--- src/rtl/core/tcptmr_pkg.sv ---
// Package for the socket timer table: widths, codes, FSM state and
// controller/datapath command and status types. No dependencies.
package tcptmr_pkg;

  localparam int SOCKETS_DEF = 16;

  localparam int FUNC_W  = 3;
  localparam int SOCK_W  = 4;
  localparam int RES_W   = 2;
  localparam int ATT_W   = 3;
  localparam int TMR_W   = 32;
  localparam int STEP_W  = 16;
  localparam int TWL_W   = 31;
  localparam int BASE_W  = 24;
  localparam int CFG_IW  = 2;
  localparam int CFG_DW  = 31;

  localparam logic [FUNC_W-1:0] FN_TICK   = 3'd0;
  localparam logic [FUNC_W-1:0] FN_TW_ARM = 3'd1;
  localparam logic [FUNC_W-1:0] FN_TW_RST = 3'd2;
  localparam logic [FUNC_W-1:0] FN_RT_ARM = 3'd3;
  localparam logic [FUNC_W-1:0] FN_RT_RST = 3'd4;
  localparam logic [FUNC_W-1:0] FN_RT_CLS = 3'd5;

  localparam logic [RES_W-1:0] EV_RELEASE = 2'd0;
  localparam logic [RES_W-1:0] EV_RETRANS = 2'd1;
  localparam logic [RES_W-1:0] EV_GIVEUP  = 2'd2;

  localparam logic [CFG_IW-1:0] CFG_TICK_STEP = 2'd0;
  localparam logic [CFG_IW-1:0] CFG_TW_LOAD   = 2'd1;
  localparam logic [CFG_IW-1:0] CFG_RT_BASE   = 2'd2;
  localparam logic [CFG_IW-1:0] CFG_MAX_RETRY = 2'd3;

  localparam logic [STEP_W-1:0] TICK_STEP_RST = 16'd1;
  localparam logic [TWL_W-1:0]  TW_LOAD_RST   = 31'd1000;
  localparam logic [BASE_W-1:0] RT_BASE_RST   = 24'd200;
  localparam logic [ATT_W-1:0]  MAX_RETRY_RST = 3'd5;

  typedef enum logic [2:0] {
    ST_IDLE,
    ST_READ,
    ST_TW,
    ST_RT,
    ST_FLUSH
  } state_t;

  typedef struct packed {
    logic start;
    logic cmd_do;
    logic tw_do;
    logic rt_do;
    logic flush;
  } ctl_t;

  typedef struct packed {
    logic push_ok;
    logic idx_last;
  } sts_t;

endpackage

--- src/rtl/core/tcptmr_cmd_if.sv ---
// Command channel: valid/ready handshake carrying func and sock_index.
// Depends on tcptmr_pkg for field widths.
interface tcptmr_cmd_if;
  logic                             valid;
  logic                             ready;
  logic [tcptmr_pkg::FUNC_W-1:0]    func;
  logic [tcptmr_pkg::SOCK_W-1:0]    sock_index;

  modport source (output valid, output func, output sock_index, input ready);
  modport sink   (input valid, input func, input sock_index, output ready);
endinterface

--- src/rtl/core/tcptmr_evt_if.sv ---
// Event channel: valid/ready handshake carrying one timer event word.
// Depends on tcptmr_pkg for field widths.
interface tcptmr_evt_if;
  logic                            valid;
  logic                            ready;
  logic [tcptmr_pkg::RES_W-1:0]    event_res;
  logic [tcptmr_pkg::SOCK_W-1:0]   event_sock;
  logic [tcptmr_pkg::ATT_W-1:0]    attempt;
  logic                            last;

  modport source (output valid, output event_res, output event_sock, output attempt,
                  output last, input ready);
  modport sink   (input valid, input event_res, input event_sock, input attempt,
                  input last, output ready);
endinterface

--- src/rtl/core/tcptmr_ctrl.sv ---
// Sequencer for the timer table: accepts commands and steps a tick scan
// through the slots. Depends on tcptmr_pkg.
module tcptmr_ctrl (
  input  logic               clk,
  input  logic               rst,
  input  logic               in_valid,
  input  logic               in_tick,
  output logic               in_ready,
  output tcptmr_pkg::ctl_t   ctl,
  input  tcptmr_pkg::sts_t   sts
);

  tcptmr_pkg::state_t state, state_next;

  always_ff @(posedge clk) begin
    if (rst) begin
      state <= tcptmr_pkg::ST_IDLE;
    end else begin
      state <= state_next;
    end
  end

  always_comb begin
    state_next = state;
    in_ready   = 1'b0;
    ctl        = '0;
    unique case (state)
      tcptmr_pkg::ST_IDLE: begin
        in_ready = 1'b1;
        if (in_valid) begin
          if (in_tick) begin
            ctl.start  = 1'b1;
            state_next = tcptmr_pkg::ST_READ;
          end else begin
            ctl.cmd_do = 1'b1;
          end
        end
      end
      tcptmr_pkg::ST_READ: begin
        state_next = tcptmr_pkg::ST_TW;
      end
      tcptmr_pkg::ST_TW: begin
        ctl.tw_do = 1'b1;
        if (sts.push_ok) state_next = tcptmr_pkg::ST_RT;
      end
      tcptmr_pkg::ST_RT: begin
        ctl.rt_do = 1'b1;
        if (sts.push_ok) begin
          state_next = sts.idx_last ? tcptmr_pkg::ST_FLUSH : tcptmr_pkg::ST_READ;
        end
      end
      tcptmr_pkg::ST_FLUSH: begin
        ctl.flush = 1'b1;
        if (sts.push_ok) state_next = tcptmr_pkg::ST_IDLE;
      end
      default: begin
        state_next = tcptmr_pkg::ST_IDLE;
      end
    endcase
  end

endmodule

--- src/rtl/core/tcptmr_dp.sv ---
// Datapath for the timer table: config registers, slot memories, active
// bits, timer arithmetic and the event holding/output registers.
// Depends on tcptmr_pkg and tcptmr_evt_if.
module tcptmr_dp #(
  parameter int SOCKETS = tcptmr_pkg::SOCKETS_DEF
) (
  input  logic                              clk,
  input  logic                              rst,
  input  logic                              cfg_we,
  input  logic [tcptmr_pkg::CFG_IW-1:0]     cfg_index,
  input  logic [tcptmr_pkg::CFG_DW-1:0]     cfg_data,
  input  logic [tcptmr_pkg::FUNC_W-1:0]     func,
  input  logic [tcptmr_pkg::SOCK_W-1:0]     sock_index,
  input  tcptmr_pkg::ctl_t                  ctl,
  output tcptmr_pkg::sts_t                  sts,
  tcptmr_evt_if.source                      evt
);

  localparam int SW = (SOCKETS > 1) ? $clog2(SOCKETS) : 1;
  localparam int TW = tcptmr_pkg::TMR_W;
  localparam int AW = tcptmr_pkg::ATT_W;

  // config
  logic [tcptmr_pkg::STEP_W-1:0] tick_step;
  logic [tcptmr_pkg::TWL_W-1:0]  timewait_load;
  logic [tcptmr_pkg::BASE_W-1:0] retrans_base;
  logic [AW-1:0]                 max_retries;

  always_ff @(posedge clk) begin
    if (rst) begin
      tick_step     <= tcptmr_pkg::TICK_STEP_RST;
      timewait_load <= tcptmr_pkg::TW_LOAD_RST;
      retrans_base  <= tcptmr_pkg::RT_BASE_RST;
      max_retries   <= tcptmr_pkg::MAX_RETRY_RST;
    end else if (cfg_we) begin
      unique case (cfg_index)
        tcptmr_pkg::CFG_TICK_STEP: tick_step     <= cfg_data[tcptmr_pkg::STEP_W-1:0];
        tcptmr_pkg::CFG_TW_LOAD:   timewait_load <= cfg_data[tcptmr_pkg::TWL_W-1:0];
        tcptmr_pkg::CFG_RT_BASE:   retrans_base  <= cfg_data[tcptmr_pkg::BASE_W-1:0];
        tcptmr_pkg::CFG_MAX_RETRY: max_retries   <= cfg_data[AW-1:0];
        default: ;
      endcase
    end
  end

  // slot state
  logic [TW-1:0] tw_mem  [SOCKETS];
  logic [TW-1:0] rt_mem  [SOCKETS];
  logic [AW-1:0] cnt_mem [SOCKETS];
  logic [SOCKETS-1:0] tw_act, rt_act;

  logic [SW-1:0] idx;
  logic [TW-1:0] rd_tw, rd_rt;
  logic [AW-1:0] rd_cnt;

  logic [SW-1:0] cmd_slot;
  logic          cmd_ok;
  assign cmd_slot = SW'(sock_index);
  assign cmd_ok   = ctl.cmd_do && (32'(sock_index) < SOCKETS);

  // event holding and output registers
  logic          pend_valid;
  logic [1:0]    pend_res;
  logic [SW-1:0] pend_sock;
  logic [AW-1:0] pend_att;
  logic          out_valid;

  logic push_ok;
  assign push_ok      = !pend_valid || !out_valid || evt.ready;
  assign sts.push_ok  = push_ok;
  assign sts.idx_last = (idx == SW'(SOCKETS - 1));

  // time-wait step
  logic [TW-1:0] tw_new;
  logic          tw_exp;
  logic          tw_go;
  assign tw_new = rd_tw - TW'(tick_step);
  assign tw_exp = (tw_new == '0) || tw_new[TW-1];
  assign tw_go  = ctl.tw_do && push_ok && tw_act[idx];

  // retransmission step
  logic [TW-1:0] rt_new;
  logic          rt_exp;
  logic          rt_go;
  logic [AW:0]   cnt_inc;
  logic          retry;
  logic [AW-1:0] att_new;
  assign rt_new  = rd_rt - TW'(tick_step);
  assign rt_exp  = (rt_new == '0) || rt_new[TW-1];
  assign rt_go   = ctl.rt_do && push_ok && rt_act[idx];
  assign cnt_inc = {1'b0, rd_cnt} + 1'b1;
  assign retry   = (cnt_inc <= {1'b0, max_retries});
  assign att_new = cnt_inc[AW] ? '1 : cnt_inc[AW-1:0];

  logic          ev_push;
  logic [1:0]    ev_res;
  logic [AW-1:0] ev_att;

  always_comb begin
    ev_push = 1'b0;
    ev_res  = tcptmr_pkg::EV_RELEASE;
    ev_att  = '0;
    if (tw_go && tw_exp) begin
      ev_push = 1'b1;
    end else if (rt_go && rt_exp) begin
      ev_push = 1'b1;
      ev_res  = retry ? tcptmr_pkg::EV_RETRANS : tcptmr_pkg::EV_GIVEUP;
      ev_att  = att_new;
    end
  end

  always_ff @(posedge clk) begin
    rd_tw  <= tw_mem[idx];
    rd_rt  <= rt_mem[idx];
    rd_cnt <= cnt_mem[idx];
  end

  always_ff @(posedge clk) begin
    if (cmd_ok && (func == tcptmr_pkg::FN_TW_ARM || func == tcptmr_pkg::FN_TW_RST)) begin
      tw_mem[cmd_slot] <= TW'(timewait_load);
    end else if (tw_go) begin
      tw_mem[idx] <= tw_new;
    end
  end

  always_ff @(posedge clk) begin
    if (cmd_ok && (func == tcptmr_pkg::FN_RT_ARM || func == tcptmr_pkg::FN_RT_RST)) begin
      rt_mem[cmd_slot]  <= TW'(retrans_base);
      cnt_mem[cmd_slot] <= '0;
    end else if (rt_go) begin
      if (rt_exp) begin
        cnt_mem[idx] <= att_new;
        rt_mem[idx]  <= retry ? (TW'(retrans_base) << cnt_inc[AW-1:0]) : rt_new;
      end else begin
        rt_mem[idx] <= rt_new;
      end
    end
  end

  always_ff @(posedge clk) begin
    if (rst) begin
      tw_act <= '0;
      rt_act <= '0;
    end else if (cmd_ok) begin
      unique case (func)
        tcptmr_pkg::FN_TW_ARM: tw_act[cmd_slot] <= 1'b1;
        tcptmr_pkg::FN_RT_ARM: rt_act[cmd_slot] <= 1'b1;
        tcptmr_pkg::FN_RT_CLS: rt_act[cmd_slot] <= 1'b0;
        default: ;
      endcase
    end else begin
      if (tw_go && tw_exp) tw_act[idx] <= 1'b0;
      if (rt_go && rt_exp && !retry) rt_act[idx] <= 1'b0;
    end
  end

  always_ff @(posedge clk) begin
    if (ctl.start) begin
      idx <= '0;
    end else if (ctl.rt_do && push_ok) begin
      idx <= idx + 1'b1;
    end
  end

  logic out_load, out_last_in;
  assign out_load    = pend_valid && ((ev_push) || (ctl.flush && push_ok));
  assign out_last_in = ctl.flush;

  always_ff @(posedge clk) begin
    if (rst) begin
      pend_valid <= 1'b0;
      out_valid  <= 1'b0;
    end else begin
      if (ev_push) begin
        pend_valid <= 1'b1;
      end else if (ctl.flush && push_ok) begin
        pend_valid <= 1'b0;
      end
      if (out_load) begin
        out_valid <= 1'b1;
      end else if (evt.ready) begin
        out_valid <= 1'b0;
      end
    end
  end

  always_ff @(posedge clk) begin
    if (ev_push) begin
      pend_res  <= ev_res;
      pend_sock <= idx;
      pend_att  <= ev_att;
    end
    if (out_load) begin
      evt.event_res  <= pend_res;
      evt.event_sock <= tcptmr_pkg::SOCK_W'(pend_sock);
      evt.attempt    <= pend_att;
      evt.last       <= out_last_in;
    end
  end

  assign evt.valid = out_valid;

  a_flush_last: assert property (@(posedge clk) disable iff (rst)
    (ctl.flush && push_ok && pend_valid) |=> (evt.valid && evt.last))
    else $error("flushed event not marked last");

  a_flush_empty: assert property (@(posedge clk) disable iff (rst)
    (ctl.flush && push_ok) |=> !pend_valid)
    else $error("event left pending after scan");

  a_start_clean: assert property (@(posedge clk) disable iff (rst)
    ctl.start |-> !pend_valid)
    else $error("scan started with stale pending event");

  a_release_att: assert property (@(posedge clk) disable iff (rst)
    (evt.valid && evt.event_res == tcptmr_pkg::EV_RELEASE) |-> (evt.attempt == '0))
    else $error("release event carries attempt count");

endmodule

--- src/rtl/core/tcp_timewait_retransmit_timer_table_top.sv ---
// Socket timer table: a time-wait and a retransmission timer for each slot,
// with exponential backoff. Command words (arm, restart, close) are applied
// when accepted in the idle state. A tick word scans the slots in ascending
// order, the sequencer stepping each slot through read, time-wait and
// retransmission states over a single registered read port, then a flush
// state; a stalled event output holds the scan. Event words come out in
// slot order, the time-wait event of a slot before its retransmission
// event, and the final event of a tick has last set. Registers: index 0
// tick_step, 1 timewait_load, 2 retrans_base, 3 max_retries.
module tcp_timewait_retransmit_timer_table_top #(
  parameter int SOCKETS = tcptmr_pkg::SOCKETS_DEF
) (
  input  logic                            clk,
  input  logic                            rst,
  tcptmr_cmd_if.sink                      cmd,
  tcptmr_evt_if.source                    evt,
  input  logic                            cfg_we,
  input  logic [tcptmr_pkg::CFG_IW-1:0]   cfg_index,
  input  logic [tcptmr_pkg::CFG_DW-1:0]   cfg_data
);

  tcptmr_pkg::ctl_t ctl;
  tcptmr_pkg::sts_t sts;

  tcptmr_ctrl u_ctrl (
    .clk      (clk),
    .rst      (rst),
    .in_valid (cmd.valid),
    .in_tick  (cmd.func == tcptmr_pkg::FN_TICK),
    .in_ready (cmd.ready),
    .ctl      (ctl),
    .sts      (sts)
  );

  tcptmr_dp #(
    .SOCKETS (SOCKETS)
  ) u_dp (
    .clk        (clk),
    .rst        (rst),
    .cfg_we     (cfg_we),
    .cfg_index  (cfg_index),
    .cfg_data   (cfg_data),
    .func       (cmd.func),
    .sock_index (cmd.sock_index),
    .ctl        (ctl),
    .sts        (sts),
    .evt        (evt)
  );

endmodule
--- src/flat_wrapper.sv ---
// flat-port wrapper written by rule: the top's interface ports become plain ports
module tcp_timewait_retransmit_timer_table_top_flat 
#(
  parameter int SOCKETS = tcptmr_pkg::SOCKETS_DEF
)
  (clk, rst, cfg_we, cfg_index, cfg_data, cmd_valid, cmd_func, cmd_sock_index, cmd_ready, evt_valid, evt_event_res, evt_event_sock, evt_attempt, evt_last, evt_ready);
  tcptmr_cmd_if cmd_i ();
  tcptmr_evt_if evt_i ();
  input  logic clk;
  input  logic rst;
  input  logic cfg_we;
  input  logic [tcptmr_pkg::CFG_IW-1:0] cfg_index;
  input  logic [tcptmr_pkg::CFG_DW-1:0] cfg_data;
  input wire logic [$bits(cmd_i.valid)-1:0] cmd_valid;
  input wire logic [$bits(cmd_i.func)-1:0] cmd_func;
  input wire logic [$bits(cmd_i.sock_index)-1:0] cmd_sock_index;
  output wire logic [$bits(cmd_i.ready)-1:0] cmd_ready;
  output wire logic [$bits(evt_i.valid)-1:0] evt_valid;
  output wire logic [$bits(evt_i.event_res)-1:0] evt_event_res;
  output wire logic [$bits(evt_i.event_sock)-1:0] evt_event_sock;
  output wire logic [$bits(evt_i.attempt)-1:0] evt_attempt;
  output wire logic [$bits(evt_i.last)-1:0] evt_last;
  input wire logic [$bits(evt_i.ready)-1:0] evt_ready;
  assign cmd_i.valid = cmd_valid;
  assign cmd_i.func = cmd_func;
  assign cmd_i.sock_index = cmd_sock_index;
  assign cmd_ready = cmd_i.ready;
  assign evt_valid = evt_i.valid;
  assign evt_event_res = evt_i.event_res;
  assign evt_event_sock = evt_i.event_sock;
  assign evt_attempt = evt_i.attempt;
  assign evt_last = evt_i.last;
  assign evt_i.ready = evt_ready;
  tcp_timewait_retransmit_timer_table_top #(.SOCKETS(SOCKETS)) u_core (.clk(clk), .rst(rst), .cmd(cmd_i), .evt(evt_i), .cfg_we(cfg_we), .cfg_index(cfg_index), .cfg_data(cfg_data));
endmodule
--- config.mk ---
export PLATFORM = sky130hd
export DESIGN_NAME = tcp_timewait_retransmit_timer_table_top_flat
export DESIGN_NICKNAME = d
export VERILOG_FILES = /design/src/rtl/core/tcptmr_pkg.sv /design/src/rtl/core/tcptmr_cmd_if.sv /design/src/rtl/core/tcptmr_evt_if.sv /design/src/rtl/core/tcptmr_ctrl.sv /design/src/rtl/core/tcptmr_dp.sv /design/src/rtl/core/tcp_timewait_retransmit_timer_table_top.sv /design/src/flat_wrapper.sv
export SDC_FILE = /design/constraint.sdc
export NUM_CORES = 2
export LEC_CHECK = 0
export BUFFER_PORTS_ARGS = -buffer_cell sky130_fd_sc_hd__buf_2
export CAP_MARGIN = 20
export CORE_ASPECT_RATIO = 2
export CORE_MARGIN = 2
export CORE_UTILIZATION = 30
export CTS_BUF_LIST = sky130_fd_sc_hd__clkbuf_8 sky130_fd_sc_hd__clkbuf_16
export DETAILED_ROUTE_END_ITERATION = 8
export SETUP_SLACK_MARGIN = 0.02
export SYNTH_ARGS = -nofsm -noshare
export SYNTH_HDL_FRONTEND = slang
export SYNTH_HIERARCHICAL = 1
export SYNTH_SLANG_ARGS = --single-unit
--- constraint.sdc ---
create_clock -name clk -period 7.7 [get_ports clk]
set_clock_uncertainty 0.05 [all_clocks]
set_input_delay 1.54 -clock clk [delete_from_list [all_inputs] [get_ports clk]]
set_output_delay 1.54 -clock clk [all_outputs]
set_load 0.01 [all_outputs]
==> out/metrics.yaml <==
synthTopCellsByCount: "edfxtp_1, mux4_2, nand2_1"
end_kind: "flop"
setup_viol: 0
io_buffer_count: 56
drv_slew: 0
synth_area_um2: 52500
finalCriticalPeriod_ps: 6010
crit_chain: "inv_1 -> ha_1 -> a21oi_1 -> o21ai_0 -> a211oi_2 -> o21ai_1 -> a2111oi_0 -> xor2_1 -> nor4_2 -> a31oi_4 -> buf_4 -> o41ai_1 -> a22o_1"
hold_buffers: 0
clock_sinks: 1273
fin_tns_setup_ps: 0
yosys.area.top_type: "edfxtp_1"
yosysWarningCount: 6
async_flop_share: 0
ys_ff_latch: 1273
yosysUniqueCellTypes: 85
synth_edf_count: 1091
path_depth: 13
grt_overflow: 0
cts_tree: "done"
die_y_um: 596
fillers: 16600
drive_gt1_frac: 0.234
pre_cts_ws_ps: 1900
viasPerCell: 5.26
drt_wl_total_mm: 147
max_freq_mhz: 166
die_w_um: 300
power.density_nw_per_um2: 234
crit_fanout: 30
required_ps: 8080
ys_top_cells_by_area: "edfxtp_1, mux4_2, dfxtp_1, nand2_1, a21oi_1"
utilization: 0.342
clk_pin_slew_worst_paths_ps: 70
yosysTopAreaCellShare: 0.624
drv_cap: 0
finalHoldViolations: 0
start_kind: "flop"
antenna_found_initial: 13
io_pins: 57
r2r_slack_ps: 1690
vias: 29200
hold_ws_ps: 370
synth_ff_type: "edfxtp_1"
rsz0062_at_grt: "no"
drtAntennaViolNets: 0
wire_per_inst_um: 26.4
grt.total_usage: 0.162
crit_family: "compound AO/OA/AOI/OAI gates"
arrival_ps: 6390
ff2ff_path_depth: 13
final_nets: 3247
worstMarginPinSlew_ps: 1230
cts_resized: 0
grt_max_degree: 90
cts_max_level: 3
globalplace.congestion: 0.943
core-area_um2: 174000
syn_area_per_cell_um2: 17.0
cp_slowest_stage_delay_ps: 1020
first_pass_iters: 8
dp_hpwl_mm: 96.3
postCtsSetupBuffers: 0
root_buffer: "clkbuf_16"
path_class: "flop to flop"
min_path_type: "flop to flop"
grt_pass1_wl_mm: 211
p_leak_uw: 0.0186
relSlewSlack: 0.167
drc: 0
cpMaxStageDelayCell: "o41ai_1"
r2r-start: "u_core/u_dp/tick_step[10]"
vdd_ir_drop_max_mv: 0.174
setup_slack_ps: 1690
start_util: 0.301
synthesis.nets: 3175
cts_buffer_depth: 3
status: "finished clean"
yosysSeqAreaShare: 0.694
insertion_delay_ps: 720
grt_pass1_vias: 30200
numCtsBuffers: 100
crit_buf_inv: 2
core.rowCount: 217
drt_iter0_markers: 2397
dieArea_um2: 179000
r2r-end: "u_core/u_dp/rt_mem[6][0]"
area_growth_pct: 13.4
syn_inst: 3088
startpoint: "u_core/u_dp/tick_step[10]"
yosysMostFrequentCell: "edfxtp_1"
min_from: "u_core/u_dp/pend_att[1]"
period_share: 0.781
setup.worst_path.end: "u_core/u_dp/rt_mem[6][0]"
flip-flops by register name, indices dropped and copies added (netlist names), 4 cells and up, named ones only:
name / cells
u_core/u_dp/rt_mem: 512
u_core/u_dp/tw_mem: 512
u_core/u_dp/cnt_mem: 48
u_core/u_dp/rd_rt: 32
u_core/u_dp/rd_tw: 32
u_core/u_dp/timewait_load: 31
u_core/u_dp/retrans_base: 24
u_core/u_dp/tick_step: 16
u_core/u_dp/tw_act: 16
u_core/u_dp/evt.event_sock: 4
u_core/u_dp/idx: 4
u_core/u_dp/pend_sock: 4
stage by stage:
stage / area (µm²) / instances / total power, µW
2_1_floorplan: 52500 / 3088 / 8400
3_3_place_gp: 56100 / 5353 / 8750
3_5_place_dp: 56100 / 5353 / 8760
4_1_cts: 59500 / 5541 / 14000
5_1_grt: 59500 / 5548 / 14300
6_report: 59500 / 5548 / 13900
cell families after synthesis:
logic type / share of synthesized area
adder cells (fa/ha/maj): 0.0103
multiplexers: 0.159
AO/OA/AOI/OAI: 0.0536
XOR/XNOR: 0.00784
flip-flops: 0.694
buffers and inverters: 0.0173
AND/OR/NAND/NOR: 0.0583
worst register-to-register path, stage by stage (launching register included):
cell and delay [ps]:
dfxtp_1 330, inv_1 80, ha_1 400, a21oi_1 220, o21ai_0 150, a211oi_2 340, o21ai_1 270, a2111oi_0 590
xor2_1 200, nor4_2 820, a31oi_4 310, buf_4 340, o41ai_1 1030, a22o_1 590
per-layer routing:
layer | track usage | wire length (µm) | up-vias | part of all wire
li1 | - | - | 12500 | -
met1 | 0.169 | 50900 | 15400 | 0.35
met2 | 0.312 | 81900 | 923 | 0.56
met3 | 0.0224 | 6100 | 369 | 0.042
met4 | 0.0809 | 7540 | 16 | 0.051
met5 | 0 | 102 | - | 0.00070
worst min path at each step:
stage,to,depth (start not counted)
after floorplan,u_core/u_dp/evt.attempt[0],0
after CTS,u_core/u_dp/evt.attempt[0],0
after global routing,u_core/u_dp/evt.attempt[1],0
after detailed placement,u_core/u_dp/evt.attempt[0],0
after global placement,u_core/u_dp/evt.event_sock[3],0
final,u_core/u_dp/evt.attempt[1],0
power breakdown:
part	total [µW]	switching [µW]	leakage, µW	internal [µW]
sequential	7560	68.1	0.0117	7500
combinational	1040	624	0.00521	415
clock	5300	2470	0.00173	2830
cell type report:
type                       count  area, µm²  area share
clock inverter                74        639      0.0107
tap                         2299       2880      0.0483
timing repair buffer         159       1080      0.0182
antenna                        3       7.51    0.000126
clock buffer                 114       2730      0.0458
multi-input combinational   1579      15600       0.262
inverter                      47        176     0.00296
sequential                  1273      36400       0.612
layout by cell type (no fill, tap or decap), types with 17 or more instances in the layout:
| master | n |
|---|---|
| nor2b_1 | 19 |
| a211oi_1 | 20 |
| ha_1 | 40 |
| xnor2_1 | 21 |
| clkinv_2 | 20 |
| buf_4 | 102 |
| and3_1 | 18 |
| and2_1 | 21 |
| nor3_1 | 33 |
| mux2_2 | 17 |
| or3_1 | 20 |
| edfxtp_1 | 1091 |
| dfxtp_1 | 177 |
| o22ai_1 | 32 |
| nand2_1 | 311 |
| a31oi_1 | 20 |
| buf_2 | 55 |
| nor2_1 | 96 |
| mux4_2 | 350 |
| xor2_1 | 25 |
| a21oi_1 | 136 |
| nand3_1 | 40 |
| inv_1 | 68 |
| mux2i_1 | 28 |
| o21ai_0 | 72 |
| clkbuf_16 | 103 |
(Power assumes the default switching activity.)
